## config.mk

```make
export PLATFORM = sky130hd
export DESIGN_NAME = pov_wheel_angle_image_sequencer
export DESIGN_NICKNAME = d
export VERILOG_FILES = /design/src/design/povwas_pkg.sv /design/src/design/pov_wheel_angle_image_sequencer.sv
export SDC_FILE = /design/constraint.sdc
export NUM_CORES = 1
export LEC_CHECK = 0
export ABC_AREA = 1
export BUFFER_PORTS_ARGS = -buffer_cell sky130_fd_sc_hd__clkbuf_2
export CELL_PAD_IN_SITES_DETAIL_PLACEMENT = 0
export CELL_PAD_IN_SITES_GLOBAL_PLACEMENT = 2
export CORE_ASPECT_RATIO = 0.7
export CORE_MARGIN = 2
export CORE_UTILIZATION = 41
export CTS_CLUSTER_SIZE = 14
export DETAILED_ROUTE_END_ITERATION = 6
export PLACE_DENSITY = 0.93
export SYNTH_ARGS = -nofsm -noshare
export SYNTH_HDL_FRONTEND = slang
export SYNTH_SLANG_ARGS = --single-unit
```

## constraint.sdc

```tcl
create_clock -name clk -period 25.2 [get_ports clk]
set_input_delay 5.04 -clock clk [delete_from_list [all_inputs] [get_ports clk]]
set_output_delay 5.04 -clock clk [all_outputs]
set_load 0.01 [all_outputs]
```

## src/design/povwas_pkg.sv

```systemverilog
// shared constants, types and divide helpers for the pov wheel sequencer
`timescale 1ns / 1ps

package povwas_pkg;

  localparam int ANGLE_STEPS  = 300;
  localparam int IMAGE_BYTES  = 36864;
  localparam int COLUMN_BYTES = 96;

  localparam int COUNT_W   = 16;
  localparam int ADDR_W    = 24;
  localparam int TIME_W    = 24;
  localparam int IMAGE_W   = 8;
  localparam int DISP_W    = 3;
  localparam int OFFCFG_W  = 9;
  localparam int CFG_IDX_W = 3;
  localparam int CFG_DATA_W = 24;
  localparam int TIMER_W   = 25;

  // angle index saturates at ANGLE_STEPS, offsets stay below it
  localparam int ANGLE_W = $clog2(ANGLE_STEPS + 1);
  localparam int OFF_W   = (ANGLE_STEPS > 2) ? $clog2(ANGLE_STEPS) : 1;
  localparam int SUM_W   = ANGLE_W + 1;

  localparam logic [COUNT_W-1:0] COUNT_MAX = '1;

  localparam logic [DISP_W-1:0] DISP_SAME   = 3'd0;
  localparam logic [DISP_W-1:0] DISP_TOGGLE = 3'd4;

  typedef enum logic [1:0] {
    OP_HALL     = 2'd0,
    OP_TICK     = 2'd1,
    OP_OVERFLOW = 2'd2,
    OP_USB      = 2'd3
  } opcode_t;

  typedef enum logic [1:0] {
    MODE_HOST    = 2'd0,
    MODE_CYCLE   = 2'd1,
    MODE_DORMANT = 2'd2
  } mode_t;

  typedef enum logic [1:0] {
    IND_NONE  = 2'd0,
    IND_SLOW  = 2'd1,
    IND_SLEEP = 2'd2
  } indicator_t;

  typedef enum logic [CFG_IDX_W-1:0] {
    REG_IMAGE_CHANGE_TIME = 3'd0,
    REG_IMAGE_COUNT       = 3'd1,
    REG_DISPLAY_MODE      = 3'd2,
    REG_ANGLE_OFFSET      = 3'd3,
    REG_REVERSE_DIRECTION = 3'd4,
    REG_SLEEP_TIME        = 3'd5
  } cfg_reg_t;

  // result field positions in m_tdata
  localparam int FA_LSB      = 0;
  localparam int AP_LSB      = FA_LSB + ADDR_W;
  localparam int DM_LSB      = AP_LSB + COUNT_W;
  localparam int CI_LSB      = DM_LSB + 2;
  localparam int CS_LSB      = CI_LSB + IMAGE_W;
  localparam int IND_LSB     = CS_LSB + 1;
  localparam int M_FIELDS_W  = IND_LSB + 2;
  localparam int M_DATA_W    = ((M_FIELDS_W + 7) / 8) * 8;
  localparam int M_PAD_W     = M_DATA_W - M_FIELDS_W;

  // reciprocal constants: round-up multiplier, exact for the full input width
  localparam int     LOG_N  = $clog2(ANGLE_STEPS);
  localparam int     DIV16_K = COUNT_W + LOG_N;
  localparam longint DIV16_M = ((64'd1 << DIV16_K) + ANGLE_STEPS - 1) / ANGLE_STEPS;
  localparam int     DIV9_K  = OFFCFG_W + LOG_N;
  localparam longint DIV9_M  = ((64'd1 << DIV9_K) + ANGLE_STEPS - 1) / ANGLE_STEPS;

  // count / ANGLE_STEPS by reciprocal multiply
  function automatic logic [COUNT_W-1:0] div_steps16(input logic [COUNT_W-1:0] x);
    logic [47:0] prod;
    prod = 48'(x) * 48'(DIV16_M);
    return prod[DIV16_K +: COUNT_W];
  endfunction

  // offset % ANGLE_STEPS for the 9-bit offset register
  function automatic logic [OFF_W-1:0] mod_steps9(input logic [OFFCFG_W-1:0] v);
    logic [31:0]         prod;
    logic [OFFCFG_W-1:0] q;
    logic [OFFCFG_W-1:0] r;
    prod = 32'(v) * 32'(DIV9_M);
    q    = prod[DIV9_K +: OFFCFG_W];
    r    = v - OFFCFG_W'(32'(q) * ANGLE_STEPS);
    return r[OFF_W-1:0];
  endfunction

endpackage

```

## src/design/pov_wheel_angle_image_sequencer.sv

```systemverilog
// pov wheel sequencer: event decode, state update and result register
// results are registered: an input transfer's result is in the output register in the cycle after it
// throughput: one event per cycle; s_tready drops only while a result waits on m_tready
// all state updates and the column address are computed in the accept cycle
// reset (rst, synchronous): usb mode, first-run set, display on, counters and
//   config registers at their defaults, output register empty
`timescale 1ns / 1ps

module pov_wheel_angle_image_sequencer (
  input  logic                                  clk,
  input  logic                                  rst,
  // configuration write port
  input  logic                                  cfg_wr_en,
  input  logic [povwas_pkg::CFG_IDX_W-1:0]      cfg_index,
  input  logic [povwas_pkg::CFG_DATA_W-1:0]     cfg_wdata,
  // event stream
  input  logic                                  s_tvalid,
  output logic                                  s_tready,
  input  logic [povwas_pkg::COUNT_W-1:0]        s_tdata,   // timer_count[15:0]
  input  logic [1:0]                            s_tuser,   // opcode[1:0]
  // result stream
  output logic                                  m_tvalid,
  input  logic                                  m_tready,
  // fetch_address[23:0], angle_period[39:24], device_mode[41:40],
  // current_image[49:42], current_side[50], indicator[52:51], zero pad
  output logic [povwas_pkg::M_DATA_W-1:0]       m_tdata,
  output logic [1:0]                            m_tuser    // fetch_valid[0], period_valid[1]
);

  localparam logic [povwas_pkg::ANGLE_W-1:0] LAST_ANGLE =
    povwas_pkg::ANGLE_W'(povwas_pkg::ANGLE_STEPS - 1);
  localparam logic [povwas_pkg::ANGLE_W-1:0] STEPS_A =
    povwas_pkg::ANGLE_W'(povwas_pkg::ANGLE_STEPS);
  localparam logic [povwas_pkg::SUM_W-1:0] STEPS_S =
    povwas_pkg::SUM_W'(povwas_pkg::ANGLE_STEPS);
  localparam logic [povwas_pkg::OFF_W-1:0] LAST_OFF =
    povwas_pkg::OFF_W'(povwas_pkg::ANGLE_STEPS - 1);

  // configuration registers
  logic [povwas_pkg::TIME_W-1:0]   image_change_time;
  logic [povwas_pkg::IMAGE_W-1:0]  image_count;
  logic [povwas_pkg::DISP_W-1:0]   display_mode;
  logic [povwas_pkg::OFF_W-1:0]    offset_mod;
  logic                            reverse_direction;
  logic [povwas_pkg::TIME_W-1:0]   sleep_time;

  // sequencer state
  povwas_pkg::mode_t               mode, mode_next;
  logic                            first_run, first_run_next;
  logic [1:0]                      wake_cnt, wake_cnt_next;
  logic [povwas_pkg::TIMER_W-1:0]  image_timer, image_timer_next;
  logic [povwas_pkg::IMAGE_W-1:0]  image_index, image_index_next;
  logic                            side, side_next;
  logic [povwas_pkg::ANGLE_W-1:0]  angle_index, angle_index_next;
  logic [povwas_pkg::OFF_W-1:0]    offset_angle, offset_angle_next;
  logic                            show, show_next;
  logic [povwas_pkg::COUNT_W-1:0]  inactive_count, inactive_count_next;

  // per-event working values
  povwas_pkg::opcode_t             op;
  logic [povwas_pkg::COUNT_W-1:0]  in_count;
  logic                            accept;
  logic                            do_hall;
  logic                            hall_first;
  logic [povwas_pkg::COUNT_W-1:0]  hall_cnt;
  logic [povwas_pkg::COUNT_W-1:0]  chk_cnt;
  logic [povwas_pkg::TIMER_W-1:0]  timer_base;
  logic [povwas_pkg::TIMER_W-1:0]  timer_sum;
  logic [1:0]                      wake_inc;
  logic [povwas_pkg::IMAGE_W-1:0]  img_limit;
  logic [povwas_pkg::IMAGE_W-1:0]  img_inc;
  logic [povwas_pkg::IMAGE_W-1:0]  img_wrap;
  logic [povwas_pkg::ANGLE_W-1:0]  ai_dec;
  logic [povwas_pkg::ANGLE_W-1:0]  ai_inc;
  logic [povwas_pkg::SUM_W-1:0]    rev_sum;
  logic [povwas_pkg::SUM_W-1:0]    fwd_sum;
  logic [32:0]                     sleep_lhs;

  // result values
  logic                            fetch_valid;
  logic [povwas_pkg::ADDR_W-1:0]   fetch_address;
  logic [povwas_pkg::COUNT_W-1:0]  angle_period;
  logic                            period_valid;
  povwas_pkg::indicator_t          indicator;

  assign op       = povwas_pkg::opcode_t'(s_tuser);
  assign in_count = s_tdata;
  assign s_tready = !m_tvalid || m_tready;
  assign accept   = s_tvalid && s_tready;

  // image wraps past the last stored image, zero count acts as one
  assign img_limit = (image_count == '0) ? povwas_pkg::IMAGE_W'(1) : image_count;
  assign img_inc   = image_index + 1'b1;
  assign img_wrap  = (img_inc >= img_limit) ? '0 : img_inc;
  assign wake_inc  = wake_cnt + 1'b1;

  // column walk steps, offsets folded back below ANGLE_STEPS
  assign ai_dec  = angle_index - 1'b1;
  assign ai_inc  = (angle_index < STEPS_A) ? angle_index + 1'b1 : angle_index;
  assign rev_sum = povwas_pkg::SUM_W'(ai_dec) + STEPS_S - povwas_pkg::SUM_W'(offset_mod);
  assign fwd_sum = povwas_pkg::SUM_W'(ai_inc) + povwas_pkg::SUM_W'(offset_mod);

  always_comb begin
    mode_next           = mode;
    first_run_next      = first_run;
    wake_cnt_next       = wake_cnt;
    image_timer_next    = image_timer;
    image_index_next    = image_index;
    side_next           = side;
    angle_index_next    = angle_index;
    offset_angle_next   = offset_angle;
    show_next           = show;
    inactive_count_next = inactive_count;
    fetch_valid         = 1'b0;
    fetch_address       = '0;
    angle_period        = '0;
    period_valid        = 1'b0;
    indicator           = povwas_pkg::IND_NONE;
    chk_cnt             = in_count;
    do_hall             = 1'b0;
    hall_first          = 1'b0;
    hall_cnt            = in_count;
    timer_base          = image_timer;
    timer_sum           = '0;
    sleep_lhs           = '0;

    unique case (op)
      povwas_pkg::OP_HALL: begin
        if (mode == povwas_pkg::MODE_DORMANT) begin
          // three pulses wake the wheel
          if (wake_inc == 2'd3) begin
            wake_cnt_next  = '0;
            first_run_next = 1'b1;
            do_hall        = 1'b1;
          end else begin
            wake_cnt_next = wake_inc;
          end
        end else begin
          do_hall = 1'b1;
        end
      end
      povwas_pkg::OP_TICK: begin
        if (mode == povwas_pkg::MODE_CYCLE) begin
          if (reverse_direction) begin
            if (angle_index == '0) begin
              show_next = 1'b0;
            end else begin
              angle_index_next = ai_dec;
              if (ai_dec > LAST_ANGLE) begin
                show_next = 1'b0;
              end else begin
                show_next = 1'b1;
                offset_angle_next = (rev_sum >= STEPS_S) ?
                  povwas_pkg::OFF_W'(rev_sum - STEPS_S) : povwas_pkg::OFF_W'(rev_sum);
              end
            end
          end else begin
            angle_index_next = ai_inc;
            if (ai_inc > LAST_ANGLE) begin
              show_next = 1'b0;
            end else begin
              show_next = 1'b1;
              offset_angle_next = (fwd_sum >= STEPS_S) ?
                povwas_pkg::OFF_W'(fwd_sum - STEPS_S) : povwas_pkg::OFF_W'(fwd_sum);
            end
          end
        end
      end
      povwas_pkg::OP_OVERFLOW: begin
        if (mode == povwas_pkg::MODE_CYCLE && inactive_count != povwas_pkg::COUNT_MAX) begin
          inactive_count_next = inactive_count + 1'b1;
        end
      end
      povwas_pkg::OP_USB: begin
        mode_next      = povwas_pkg::MODE_HOST;
        first_run_next = 1'b1;
      end
      default: begin
      end
    endcase

    if (do_hall) begin
      hall_first = first_run_next;
      if (hall_first) begin
        // revolution timer restarts, so the count seen is zero
        first_run_next = 1'b0;
        mode_next      = povwas_pkg::MODE_CYCLE;
        timer_base     = '0;
        hall_cnt       = '0;
      end
      if (inactive_count != '0) begin
        // too slow: blank this revolution
        show_next           = 1'b0;
        inactive_count_next = '0;
        indicator           = povwas_pkg::IND_SLOW;
        chk_cnt             = hall_cnt;
        if (hall_first) begin
          image_timer_next = '0;
        end
      end else begin
        timer_sum = timer_base + povwas_pkg::TIMER_W'(hall_cnt);
        if (timer_sum >= povwas_pkg::TIMER_W'(image_change_time)) begin
          image_index_next = img_wrap;
          if (display_mode == povwas_pkg::DISP_TOGGLE) begin
            side_next = ~side;
          end
          image_timer_next = '0;
        end else begin
          image_timer_next = timer_sum;
        end
        if (reverse_direction) begin
          angle_index_next  = LAST_ANGLE;
          offset_angle_next = LAST_OFF - offset_mod;
        end else begin
          angle_index_next  = '0;
          offset_angle_next = offset_mod;
        end
        show_next    = 1'b1;
        angle_period = povwas_pkg::div_steps16(hall_cnt);
        period_valid = 1'b1;
        chk_cnt      = '0;
      end
    end

    if (mode_next == povwas_pkg::MODE_CYCLE) begin
      if (inactive_count_next != '0) begin
        show_next = 1'b0;
      end
      // inactive_count * 65535 + count
      sleep_lhs = 33'({inactive_count_next, 16'h0000}) - 33'(inactive_count_next)
                + 33'(chk_cnt);
      if (sleep_lhs >= 33'(sleep_time)) begin
        mode_next           = povwas_pkg::MODE_DORMANT;
        inactive_count_next = '0;
        show_next           = 1'b0;
        indicator           = povwas_pkg::IND_SLEEP;
      end else if (show_next) begin
        show_next = 1'b0;
        if (display_mode == povwas_pkg::DISP_SAME) begin
          fetch_valid   = 1'b1;
          fetch_address = povwas_pkg::ADDR_W'(
            32'(image_index_next) * povwas_pkg::IMAGE_BYTES +
            32'(offset_angle_next) * povwas_pkg::COLUMN_BYTES);
        end
      end
    end
  end

  // configuration registers
  always_ff @(posedge clk) begin
    if (rst) begin
      image_change_time <= povwas_pkg::TIME_W'(9000);
      image_count       <= povwas_pkg::IMAGE_W'(1);
      display_mode      <= povwas_pkg::DISP_SAME;
      offset_mod        <= '0;
      reverse_direction <= 1'b0;
      sleep_time        <= '0;
    end else if (cfg_wr_en) begin
      unique case (cfg_index)
        povwas_pkg::REG_IMAGE_CHANGE_TIME: image_change_time <= cfg_wdata;
        povwas_pkg::REG_IMAGE_COUNT:       image_count <= cfg_wdata[povwas_pkg::IMAGE_W-1:0];
        povwas_pkg::REG_DISPLAY_MODE:      display_mode <= cfg_wdata[povwas_pkg::DISP_W-1:0];
        povwas_pkg::REG_ANGLE_OFFSET:
          offset_mod <= povwas_pkg::mod_steps9(cfg_wdata[povwas_pkg::OFFCFG_W-1:0]);
        povwas_pkg::REG_REVERSE_DIRECTION: reverse_direction <= cfg_wdata[0];
        povwas_pkg::REG_SLEEP_TIME:        sleep_time <= cfg_wdata;
        default: begin
        end
      endcase
    end
  end

  // sequencer state
  always_ff @(posedge clk) begin
    if (rst) begin
      mode           <= povwas_pkg::MODE_HOST;
      first_run      <= 1'b1;
      wake_cnt       <= '0;
      image_timer    <= '0;
      image_index    <= '0;
      side           <= 1'b0;
      angle_index    <= '0;
      offset_angle   <= '0;
      show           <= 1'b1;
      inactive_count <= '0;
    end else if (accept) begin
      mode           <= mode_next;
      first_run      <= first_run_next;
      wake_cnt       <= wake_cnt_next;
      image_timer    <= image_timer_next;
      image_index    <= image_index_next;
      side           <= side_next;
      angle_index    <= angle_index_next;
      offset_angle   <= offset_angle_next;
      show           <= show_next;
      inactive_count <= inactive_count_next;
    end
  end

  // output register
  always_ff @(posedge clk) begin
    if (rst) begin
      m_tvalid <= 1'b0;
    end else if (accept) begin
      m_tvalid <= 1'b1;
    end else if (m_tready) begin
      m_tvalid <= 1'b0;
    end
  end

  always_ff @(posedge clk) begin
    if (accept) begin
      m_tdata <= {{povwas_pkg::M_PAD_W{1'b0}}, indicator, side_next, image_index_next,
                  mode_next, angle_period, fetch_address};
      m_tuser <= {period_valid, fetch_valid};
    end
  end

endmodule

```

==> Word-level counts from Yosys, hierarchy flattened <==
Cells that the tools add are included.
{ "op_classes": {"n_addsub": 16, "mul": 5, "order_cmp": 8, "n_eq_ne": 14, "muxes": 73, "bitwise": 5, "reduce_logical": 23} }
{ "op_table": {"columns": ["cell", "n"], "rows": [
  ["two-way mux 9 bit", 19],
  ["two-way mux 16 bit", 10],
  ["two-way mux 25 bit", 4],
  ["two-way mux 8 bit", 5],
  ["adder 33 x 16 -> 33 bit", 1],
  [">= comparator 33 x 24 -> 1 bit", 1],
  ["multiplier 16 x 17 -> 33 bit (second input constant)", 1],
  ["subtractor 32 x 16 -> 33 bit", 1],
  ["nonzero test 16 bit", 2],
  ["two-way mux 1 bit", 26],
  ["adder 25 x 16 -> 25 bit", 1],
  [">= comparator 25 x 24 -> 1 bit", 1],
  ["adder 24 x 16 -> 24 bit", 1],
  [">= comparator 10 x 9 -> 1 bit (second input constant)", 2],
  ["> comparator 9 bit (second input constant)", 2],
  ["multiplier 9 x 9 -> 18 bit (second input constant)", 1],
  ["subtractor 9 bit (second input constant)", 2],
  ["adder 16 x 1 -> 16 bit (second input constant)", 1],
  ["two-way mux 2 bit", 8],
  ["inequality test 16 bit (second input constant)", 1],
  ["AND reduction 2 bit", 7],
  ["multiplier 8 x 4 -> 12 bit (second input constant)", 1],
  ["multiplier 9 x 2 -> 11 bit (second input constant)", 1],
  ["adder 9 x 9 -> 10 bit", 1],
  ["other kinds (30)", 44]
]} }
{ "word_totals": {"register_bits": 199, "input_bits": 50, "out_inout_bits": 60, "wordCells": 167} }

==> Longest topological paths before layout <==
Gate-level depths: netlist of the first run.
{ "logic_depth": {"depth_word": 14, "ltp_mapped": 53, "mapped_depth_nobuf": 51} }

==> Worst setup path before layout of the first run <==
Ideal clock, no wire load.
{ "synth_timing": {"path_kind": "input to register", "from": "in s_tuser[0]", "to": "reg m_tdata[21] (netlist name), data pin", "setup_ps": 250, "arrival_ps": 11822, "required_ps": 24950, "setup_slack_ps": 13128, "cell_stages": 46, "n_path_buf": 2, "path_cell_list": "inv_1 -> ha_1 -> o21ai_0 -> nand2_2 -> clkbuf_1 -> buf_1 -> nor2_1 -> ha_1 -> nand2_1 -> nor2_1 -> a211oi_1 -> nor3_1 -> o21ai_0 -> nand2_1 -> a21oi_1 -> o21ai_0 -> a21oi_1 -> xor2_1 -> [10 not listed] -> a21oi_1 -> nand3_2 -> nand2_1 -> o31ai_1 -> nand2_1 -> o21ai_0 -> ha_1 -> ha_1 -> fa_1 -> a21oi_1 -> o21bai_1 -> xor2_1 -> inv_1 -> nand2_1 -> nor2_1 -> nand4_1 -> nand2_1 -> nor2_1"} }
{ "synth_between": {"elab_chain_cells": 11, "word_cells_on_any_way": 41, "cone_classes": "add/sub (4); mul (2); order compare (2); eq/ne (4); mux (24); bitwise (2); reduce/logical (3)"} }
{ "synth_lines": {"columns": ["element", "line", "source"], "rows": [
  ["start, declared", "pov_wheel_angle_image_sequencer.sv:20", "input logic [1:0] s_tuser,"],
  ["== test 2 bit or zero test 2 bit (tied branches)", "pov_wheel_angle_image_sequencer.sv:127", "unique case (op)"],
  ["case mux 1 bit (2 select lines)", "pov_wheel_angle_image_sequencer.sv:127", null],
  ["two-way mux 25 bit or two-way mux 16 bit (tied branches)", "pov_wheel_angle_image_sequencer.sv:184", "if (hall_first) begin"],
  ["two-way mux 25 bit or two-way mux 16 bit (tied branches)", "pov_wheel_angle_image_sequencer.sv:182", "if (do_hall) begin"],
  ["adder 25 x 16 -> 25 bit", "pov_wheel_angle_image_sequencer.sv:201", "timer_sum = timer_base + povwas_pkg::TIMER_W'(hall_cnt);"],
  [">= comparator 25 x 24 -> 1 bit", "pov_wheel_angle_image_sequencer.sv:202", "if (timer_sum >= povwas_pkg::TIMER_W'(image_change_time)) begin"],
  ["two-way mux 8 bit", "pov_wheel_angle_image_sequencer.sv:202", null],
  ["two-way mux 8 bit", "pov_wheel_angle_image_sequencer.sv:191", "if (inactive_count != '0) begin"],
  ["two-way mux 8 bit (*)", "pov_wheel_angle_image_sequencer.sv:182", null],
  ["net image_index_next (one bit)", "pov_wheel_angle_image_sequencer.sv:52", "logic [povwas_pkg::IMAGE_W-1:0] image_index, image_index_next;"],
  ["multiplier 8 x 4 -> 12 bit (*)", "pov_wheel_angle_image_sequencer.sv:242", "32'(image_index_next) * povwas_pkg::IMAGE_BYTES +"],
  ["adder 24 x 16 -> 24 bit (*)", "pov_wheel_angle_image_sequencer.sv:242", null],
  ["end signal, assigned", "pov_wheel_angle_image_sequencer.sv:313", "m_tdata <= {{povwas_pkg::M_PAD_W{1'b0}}, indicator, side_next, image_index_next,"],
  ["end, declared", "pov_wheel_angle_image_sequencer.sv:26", "output logic [povwas_pkg::M_DATA_W-1:0] m_tdata,"]
]} }
Mark *: on every way through the listed nets, which the timed path passes. The rest lies on a longest branch. The select of a mux whose other input is x is not followed.
A chain may end at the register's enable or synchronous reset.

==> Worst setup path in the final report of the first run <==
{ "layout_timing": {"from": "in s_tuser[0]", "to": "reg m_tdata[22] (netlist name), data pin"} }
Same word-level chain as after synthesis.

==> results of run 1 <==
cell usage after synthesis (10+ instances only):
library cell / number / area [um2]
o211ai_1: 13 / 97.6
nor3_1: 21 / 105
ha_1: 322 / 4030
a31oi_1: 16 / 100
xnor2_1: 27 / 236
a211oi_1: 11 / 82.6
xor2_1: 87 / 762
clkbuf_1: 50 / 188
a21oi_1: 246 / 1230
fa_1: 124 / 2480
nor2_4: 15 / 169
o21ai_0: 168 / 841
nand3_1: 120 / 601
nand2_2: 20 / 125
nor2_1: 224 / 841
edfxtp_1: 42 / 1260
nand2_1: 465 / 1750
nand4_1: 53 / 332
dfxtp_1: 144 / 2880
inv_2: 10 / 37.5
buf_4: 18 / 135
inv_1: 525 / 1970
power breakdown:
part	internal [W]	leakage [nW]	total (W)	switching [W]
Sequential	0.000322	1.60	0.000332	0.00000976
Clock	0.000154	0.313	0.000303	0.000149
Combinational	0.000393	9.83	0.00105	0.000658
Total	0.000869	11.7	0.00169	0.000816
worst paths after layout:
check | end | slack, ns | cells past startpoint
worst min-delay path | sleep_time[11] | 0.47 | 2
worst min register to register | sleep_time[11] | 0.47 | 2
worst max register to register | m_tdata[22] | 16.81 | 41
worst max-delay path | m_tdata[22] | 12.06 | 41
flip-flops by register name, summed over array words and instances, names as in the netlist:
register           cells
m_tvalid               1
m_tuser                2
image_change_time     24
wake_cnt               2
angle_index            9
reverse_direction      1
sleep_time            24
image_timer           25
image_index            8
offset_mod             9
image_count            8
m_tdata               40
display_mode           3
show                   1
first_run              1
offset_angle           9
inactive_count        16
mode                   2
side                   1
metrics by stage:
step,cell area [um2],util (%),instances,power [W]
global placement,22500,43.9,3579,0.00136
floorplan,21400,-,2878,0.00110
detailed placement,22500,43.9,3579,0.00138
global route,23100,45.2,3611,0.00187
CTS,23100,45.2,3611,0.00169
finish,23100,45.2,3611,0.00169
cell type report:
| cell class | count | area [um2] |
|---|---|---|
| clock buffer | 17 | 425 |
| clock inverter | 15 | 215 |
| fill | 5308 | 28000 |
| inverter | 539 | 2030 |
| multi-input combinational | 2075 | 14900 |
| sequential | 186 | 4140 |
| tap | 674 | 843 |
| timing repair buffer | 105 | 556 |
kinds of logic after synthesis:
group,after synthesis,synth area share [%]
DFF,186,19.4
and+or+nand+nor,973,20.5
adders and majority gates,446,30.4
buffers and inverters,617,11.3
xor gates and xnor gates,114,4.67
AOI/OAI and AO/OA,526,13.6
other,1,0.0175
metal layers:
metal,share of wire [%],vias up,wire [um]
li1,-,9442,-
met4,1.7,0,1090
met2,39,550,25300
met3,6.3,58,4050
met5,0,-,0
met1,53,8922,33700
critical path: cells and delay by family:
| kind | cells | cell delay [ns] |
|---|---|---|
| xor gates and xnor gates | 2 | 0.42 |
| adders and majority gates | 7 | 2.29 |
| and+or+nand+nor | 17 | 2.86 |
| AOI/OAI and AO/OA | 8 | 1.96 |
| buffers and inverters | 7 | 0.77 |
==> summary.md, run 1 <==
| Metric | Value |
|---|---|
| Antenna cells | 0 |
| Critical Path Start Type | input port |
| CTS Hold Buffers Added | 0 |
| Setup WS pre-CTS | 11.72 ns |
| CTS H-Tree Depth | 4 |
| Mapped Avg Cell Area | 7.47 um2 |
| PD cells | 73.0 nW/um2 |
| Seq/Total Area, Yosys | 19.4% |
| Commonest non-fill, non-tap cell in the layout | inv_1 |
| # rows | 69 |
| Resize count post-CTS | 0 |
| Period minus WS final | 13.14 ns |
| GR Util met1 | 37.9% |
| Root Buffer | clkbuf_16 |
| Worst-path maximum fanout | 34 |
| Detailed Place HPWL | 52,700 um |
| Final Skew | 0.0173 ns |
| Launch point of the critical path | s_tuser[0] |
| Core Area | 51,100 um2 |
| Slowest CP cell | nor2_1 |
| Post-synthesis register bit count | 186 |
| CTS Buf Count | 17 |
| GRT Total Usage | 24.1% |
| CTS sink cnt | 186 |
| Fmax | 76.1 MHz |
| Reg2reg start | wake_cnt[0] |
| CTS tree | yes |
| Asr flop ratio synth | 0% |
| Count of final max-slew check failures | 0 |
| Hold Fails Final Rpt | 0 |
| Status | complete, no violations |
| Worst rel slew slack | 18.8% |
| I/O pins | 110 |
| Hold_ws | 0.470 ns |
| DRC errors left | 0 |
| Max-cap viol count | 0 |
| Synth Instances | 2,863 |
| Global-route met3 utilization | 3.98% |
| DRT iter0 DRCs | 1,398 |
| WP data arrival | 13.37 ns |
| Yosys warns | 0 |
| DR vias | 19.0k |
| Pleak | 11.7 nW |
| Total grt overflow | 0 |
| Post-route antenna net violation count | 0 |
| Starting Density | 41.8% |
| Clk_lat worst skew | 0.47 ns |
| Fin crit share | 52.1% |
| Gr busiest metal | met1 |
| Least-Margin Pin Slew | 1.20 ns |
| Final setup viols | 0 |
| Setup_tns | 0 ns |
| Post-synth cell types | 65 |
| Antenna violations before repair | 1 |
| Final #Nets | 3,420 |
| Post-synth EDFFs | 42 |
| Final Worst Setup Slack | 12.06 ns |
| Die height | 195 um |
| Vias in the first global route | 18.2k |
| Via density | 5.25 |
| Met2 Use GR | 33.7% |
| Worst vdd ir | 0.0000727 V |
| Post-CTS setup buffers | 0 |
| Hold_sp | sleep_time[11] |
| Clk buf depth | 2 |
| Synth-to-layout area growth | 7.97% |
| Ys flop type | dfxtp_1 |
| Router iterations before antenna repair | 6 |
| I/O Buffers | 93 |
| Placer Congestion | 0.944 |
| Worst EP required | 25.43 ns |
| Crit Path Class | input port to flip-flop |
| Slowest stage delay, CP | 0.64 ns |
| Die Area | 54,000 um2 |
| Mapped cell area | 21,400 um2 |
| First-pass GRT wire length | 102,000 um |
| Ratio of cells with drive above 1 in the final layout | 7.66% |
| Clock transition at path regs | 0.08 ns |
| Most frequent cells in the layout | inv_1, nand2_1, ha_1, a21oi_1, nor2_1 |
| Drt wl/cell | 17.8 um |
| RSZ-0062 raised after global routing | no |
| Critical Path End Type | flip-flop |
| Worst Hold Class | flip-flop to flip-flop |
| Width of the die | 277 um |
| Largest net degree at the start of global routing | 85 |
| Routed Wire Length | 64,100 um |
Power figures use the tool's default switching activity.
==> inputs of run 2 (changes only) <==
CORE_UTILIZATION = 34   (was 41)
PLACE_DENSITY = 0.83   (was 0.93)
clock period = 11.2 ns   (was 25.2 ns; I/O delays follow)
==> run 2 against run 1 <==
- core utilization fell by 7.6 points
- clock power rose by 110%
- worst hold slack lost 0.017 ns
- worst setup slack lost 11 ns
- largest cell class unchanged
- critical path type unchanged
- die area grew 20%
- sequential power grew 120%
- clock skew rose by 0.0055 ns
==> summary.md, run 2 (same netlist as run 1, synthesis figures left out) <==
| Metric | Value |
|---|---|
| Status | complete, no violations (unchanged) |
| P_sw | 0.00182 W (was 0.000816 W) |
| Clock transition at path regs | 0.08 ns (about the same) |
| DRC errors left | 0 (unchanged) |
| Width of the die | 304 um (was 277 um) |
| Worst EP required | 11.46 ns (was 25.43 ns) |
| Fin cells | 3,764 (was 3,611) |
| RSZ-0062 raised after global routing | no (unchanged) |
| DR vias | 18.9k (was 19.0k) |
| PD cells | 160 nW/um2 (was 73.0 nW/um2) |
| Pleak | 11.8 nW (was 11.7 nW) |
| Starting Density | 34.5% (was 41.8%) |
| Final setup viols | 0 (unchanged) |
| Fillers | 6,540 (was 5,308) |
| Biggest registers after layout | m_tdata: 40 flops, image_timer: 25 flops (unchanged) |
| Most frequent cells in the layout | inv_1, nand2_1, ha_1, a21oi_1, nor2_1 (unchanged) |
| Antenna violations before repair | 4 (was 1) |
| I/O pins | 110 (unchanged) |
| Setup_tns | 0 ns (unchanged) |
| Root Buffer | clkbuf_16 (unchanged) |
| Clk network pwr share | 17.3% (was 18.0%) |
| Slowest stage delay, CP | 0.53 ns (was 0.64 ns) |
| Crit-path most repeated cell | nand2_1 |
| Crit Path Class | input port to flip-flop (unchanged) |
| CTS Hold Buffers Added | 0 (unchanged) |
| # rows | 76 (was 69) |
| Critical Path Start Type | input port (unchanged) |
| Ratio of cells with drive above 1 in the final layout | 7.85% (was 7.66%) |
| Switching share of power | 48.7% (was 48.4%) |
| Core Area | 61,900 um2 (was 51,100 um2) |
| Worst rel slew slack | 22.5% (was 18.8%) |
| Vias in the first global route | 17.9k (was 18.2k) |
| Fmax | 99.5 MHz |
| Commonest non-fill, non-tap cell in the layout | inv_1 (unchanged) |
| Final #Nets | 3,426 (was 3,420) |
| Least-Margin Pin Slew | 1.15 ns (was 1.20 ns) |
| Clk buf depth | 2 (unchanged) |
| Detailed Place HPWL | 53,900 um (was 52,700 um) |
| Worst vdd ir | 0.000144 V (was 0.0000727 V) |
| Largest net degree at the start of global routing | 71 (was 85) |
| CTS sink cnt | 186 (unchanged) |
| GRT Total Usage | 20.4% (was 24.1%) |
| Critical Path End Type | flip-flop (unchanged) |
| Power Total | 0.00374 W (was 0.00169 W) |
| Via density | 5.02 (was 5.25) |
| First-pass GRT wire length | 103,000 um (was 102,000 um) |
| Routed Wire Length | 65,300 um (was 64,100 um) |
| CTS H-Tree Depth | 4 (unchanged) |
| WP data arrival | 10.31 ns (was 13.37 ns) |
| P_int | 0.00192 W (was 0.000869 W) |
| Setup WS pre-CTS | 0.700 ns (was 11.72 ns) |
| Multi-input gate area | 14,900 um2 (unchanged) |
| CTS tree | yes (unchanged) |
| Final Worst Setup Slack | 1.15 ns (was 12.06 ns) |
| Post-route antenna net violation count | 0 (unchanged) |
| Slowest CP cell | nor2_1 (unchanged) |
| Drt wl/cell | 17.4 um (was 17.8 um) |
| Synth-to-layout area growth | 8.90% (was 7.97%) |
| Period minus WS final | 10.05 ns |
| Post-CTS setup buffers | 0 (unchanged) |
| Placer Congestion | 0.916 (was 0.944) |
| Count of final max-slew check failures | 0 (unchanged) |
| Worst Hold Class | flip-flop to flip-flop (unchanged) |
| Dpl cells | 3,730 (was 3,579) |
| Cell area after layout | 23,300 um2 (was 23,100 um2) |
| Die height | 214 um (was 195 um) |
| CTS Buf Count | 17 (unchanged) |
| Worst-path maximum fanout | 16 (was 34) |
| Register area | 4140 um2 (unchanged) |
| Register share of total power | 20.0% (was 19.7%) |
| Final Skew | 0.0227 ns (was 0.0173 ns) |
| I/O Buffers | 93 (unchanged) |
| Max FFs per register | 40 (unchanged) |
| Logic pwr share | 62.7% (was 62.4%) |
| Hold Fails Final Rpt | 0 (unchanged) |
| Resize count post-CTS | 0 (unchanged) |
| Max-cap viol count | 0 (unchanged) |
| Die Area | 65,000 um2 (was 54,000 um2) |
| Fin crit share | 89.7% |
| Total grt overflow | 0 (unchanged) |
| Clk_lat worst skew | 0.51 ns (was 0.47 ns) |
| DRT iter0 DRCs | 1,560 (was 1,398) |
| Router iterations before antenna repair | 5 (was 6) |
| Most flop-heavy register | m_tdata (unchanged) |
| Area after DPL | 22,700 um2 (was 22,500 um2) |
==> run 2: stage by stage <==
stage	hold slack [ns]	utilization (%)
5_1_grt	0.482	37.6
2_1_floorplan	0.424	-
3_3_place_gp	0.450	36.6
4_1_cts	0.457	37.6
6_report	0.453	37.6
3_5_place_dp	0.446	36.6
==> run 2: metal layers <==
| layer | vias to the layer above | part of all wire (%) | global-route usage [%] |
|---|---|---|---|
| li1 | 9474 | - | - |
| met1 | 8850 | 52 | 30.7 |
| met2 | 506 | 40 | 29.3 |
| met3 | 63 | 6.6 | 4.02 |
| met4 | 2 | 2.0 | 5.66 |
| met5 | - | 0.015 | 0 |
==> run 2: area by class of cell <==
class,count,share of cell area [%]
multi-input cells,2075,63.9
clock inverters,14,0.720
repair buffers,111,2.58
inverters,539,8.70
well taps,819,4.40
diodes,2,0.0215
flip-flops and latches,186,17.8
clock buffers,18,1.89
==> run 2: final timing paths <==
path | from | to | slack [ns] | cells past startpoint
worst max register to register | wake_cnt[0] | m_tdata[22] | 3.15 | 45
worst max-delay path | s_tuser[0] | m_tdata[22] | 1.15 | 45
worst min register to register | image_timer[24] | image_timer[24] | 0.45 | 2
worst min-delay path | image_timer[24] | image_timer[24] | 0.45 | 2
==> run 2: worst max-delay path: cells and delay by family <==
family                   cells  cell delay (ns)
adder cells (fa/ha/maj)      6             1.97
AND/OR/NAND/NOR             26             3.33
AO/OA/AOI/OAI                8             1.94
XOR/XNOR                     2             0.52
buffers and inverters        3             0.30
==> run 2: power by group through the flow <==
stage,combinational (W),clock (W),sequential [W]
finish,0.00234,0.000647,0.000746
global route,0.00271,0.000690,0.000750
CTS,0.00237,0.000664,0.000746
detailed placement,0.00234,0,0.000762
global placement,0.00230,0,0.000761
floorplan,0.00172,0,0.000762
==> inputs of run 3 (changes only) <==
PLACE_DENSITY = unset   (was 0.83)
PLACE_DENSITY_LB_ADDON = 0.1   (was unset)
==> run 3 against run 2 <==
- total power increased by 0.21%
- via count decreased by 2.2%
- die area unchanged
- global-route usage increased by 0.90 points
- routed wire length increased by 4.3%
- flip-flop and latch count unchanged
- clock-buffer cell count increased by 3
- worst hold slack about the same
- design area about the same
- combinational power about the same
- clock power increased by 2%
==> summary.md, run 3 (same netlist as run 1, synthesis figures left out) <==
| Metric | Value |
|---|---|
| Drt wl/cell | 18.1 um (was 17.4 um) |
| Detailed Place HPWL | 56,200 um (was 53,900 um) |
| Fin crit share | 91.0% (was 89.7%) |
| Antenna cells | 0 (was 2) |
| CTS sink cnt | 186 (unchanged) |
| Most flop-heavy register | m_tdata (unchanged) |
| Most frequent cells in the layout | inv_1, nand2_1, ha_1, a21oi_1, nor2_1 (unchanged) |
| Period minus WS final | 10.20 ns (was 10.05 ns) |
| Router iterations before antenna repair | 7 (was 5) |
| GRT Total Usage | 21.3% (was 20.4%) |
| Worst EP required | 11.45 ns (was 11.46 ns) |
| Crit Path Class | input port to flip-flop (unchanged) |
| WP data arrival | 10.45 ns (was 10.31 ns) |
| # rows | 76 (unchanged) |
| PD cells | 161 nW/um2 (was 160 nW/um2) |
| Critical Path End Type | flip-flop (unchanged) |
| Status | complete, no violations (unchanged) |
| CTS H-Tree Depth | 4 (unchanged) |
| First-pass GRT wire length | 106,000 um (was 103,000 um) |
| Resize count post-CTS | 0 (unchanged) |
| Die height | 214 um (unchanged) |
| Worst-path maximum fanout | 16 (unchanged) |
| Root Buffer | clkbuf_16 (unchanged) |
| Hold Fails Final Rpt | 0 (unchanged) |
| I/O Buffers | 93 (unchanged) |
| CTS Buf Count | 17 (unchanged) |
| Ratio of cells with drive above 1 in the final layout | 7.78% (was 7.85%) |
| Critical Path Start Type | input port (unchanged) |
| Placer Congestion | 0.890 (was 0.916) |
| Starting Density | 34.5% (unchanged) |
| Pleak | 11.8 nW (about the same) |
| DRT iter0 DRCs | 1,173 (was 1,560) |
| Post-CTS setup buffers | 0 (unchanged) |
| Via density | 4.91 (was 5.02) |
| Commonest non-fill, non-tap cell in the layout | inv_1 (unchanged) |
| Slowest CP cell | o21ai_1 (was nor2_1) |
| Setup_tns | 0 ns (unchanged) |
| Launch point of the critical path | s_tuser[0] (unchanged) |
| Count of final max-slew check failures | 0 (unchanged) |
| Clock transition at path regs | 0.07 ns (was 0.08 ns) |
| Worst Hold Class | flip-flop to flip-flop (unchanged) |
| Clk_lat worst skew | 0.49 ns (was 0.51 ns) |
| Slowest stage delay, CP | 0.52 ns (was 0.53 ns) |
| Die Area | 65,000 um2 (unchanged) |
| Core Area | 61,900 um2 (unchanged) |
| Final Worst Setup Slack | 1.00 ns (was 1.15 ns) |
| Met2 wire len | 26,900 um (was 26,000 um) |
| CTS tree | yes (unchanged) |
| Max-cap viol count | 0 (unchanged) |
| M1 WL | 36,800 um (was 33,800 um) |
| Width of the die | 304 um (unchanged) |
| CTS Hold Buffers Added | 0 (unchanged) |
| Antenna violations before repair | 3 (was 4) |
| Biggest registers after layout | m_tdata: 40 flops, image_timer: 25 flops (unchanged) |
| Top Layer Used | met5 (unchanged) |
| Max FFs per register | 40 (unchanged) |
| Least-Margin Pin Slew | 1.20 ns (was 1.15 ns) |
| Metal3 WL | 3470 um (was 4290 um) |
| Power Total | 0.00374 W (about the same) |
| Vias in the first global route | 17.7k (was 17.9k) |
| Post-route antenna net violation count | 0 (unchanged) |
| Routed Wire Length | 68,100 um (was 65,300 um) |
| Crit-path most repeated cell | nand2_1 (unchanged) |
| Clk buf depth | 2 (unchanged) |
| Total grt overflow | 0 (unchanged) |
| Hold_ws | 0.453 ns (about the same) |
| Reg2reg start | wake_cnt[0] (unchanged) |
| Synth-to-layout area growth | 8.85% (was 8.90%) |
| Final Skew | 0.0178 ns (was 0.0227 ns) |
| Final core occ | 37.6% (about the same) |
| Worst vdd ir | 0.000172 V (was 0.000144 V) |
| I/O pins | 110 (unchanged) |
| DRC errors left | 0 (unchanged) |
| RSZ-0062 raised after global routing | no (unchanged) |
| Fmax | 98.1 MHz (was 99.5 MHz) |
| Final #Nets | 3,426 (unchanged) |
| DR vias | 18.5k (was 18.9k) |
| Worst rel slew slack | 19.0% (was 22.5%) |
| Final setup viols | 0 (unchanged) |
| Largest net degree at the start of global routing | 94 (was 71) |
| Setup WS pre-CTS | 0.203 ns (was 0.700 ns) |
| Hold_sp | image_timer[24] (unchanged) |
[run 3: cell type report]
class	count	area, um2
Clock buffer	21	470
Clock inverter	11	130
Fill cell	6598	38600
Inverter	539	2030
Multi-Input combinational cell	2075	14900
Sequential cell	186	4140
Tap cell	819	1020
Timing Repair Buffer	111	601
[run 3: final timing paths]
| check | endpoint | slack [ns] | cells past startpoint |
|---|---|---|---|
| min reg2reg | image_timer[24] | 0.45 | 2 |
| max reg2reg | m_tdata[22] | 2.97 | 42 |
| max | m_tdata[22] | 1.00 | 42 |
| min | image_timer[24] | 0.45 | 2 |
[run 3: stage by stage]
stage / std cells / cell area (um2)
after global placement: 3730 / 22700
after CTS: 3762 / 23300
final: 3762 / 23300
after global routing: 3762 / 23300
after floorplan: 2878 / 21400
after detailed placement: 3730 / 22700
[run 3: power by group]
| group | total [W] | switching, W | internal, W |
|---|---|---|---|
| sequential | 0.000747 | 0.0000220 | 0.000725 |
| clock | 0.000660 | 0.000309 | 0.000351 |
| combinational | 0.00234 | 0.00145 | 0.000883 |
[run 3: worst max-delay path, delay by kind of cell]
family | cells | cell delay, ns
buffers and inverters | 6 | 0.65
adder cells (fa/ha/maj) | 6 | 2.12
AND/OR/NAND/NOR | 20 | 2.83
XOR/XNOR | 2 | 0.58
AO/OA/AOI/OAI | 8 | 2.03
[run 3: layer usage]
metal  track usage [%]  vias up
met3              4.28       51
met5                 0        -
li1                  -     9453
met1              32.5     8618
met2              30.6      352
met4              4.60        4
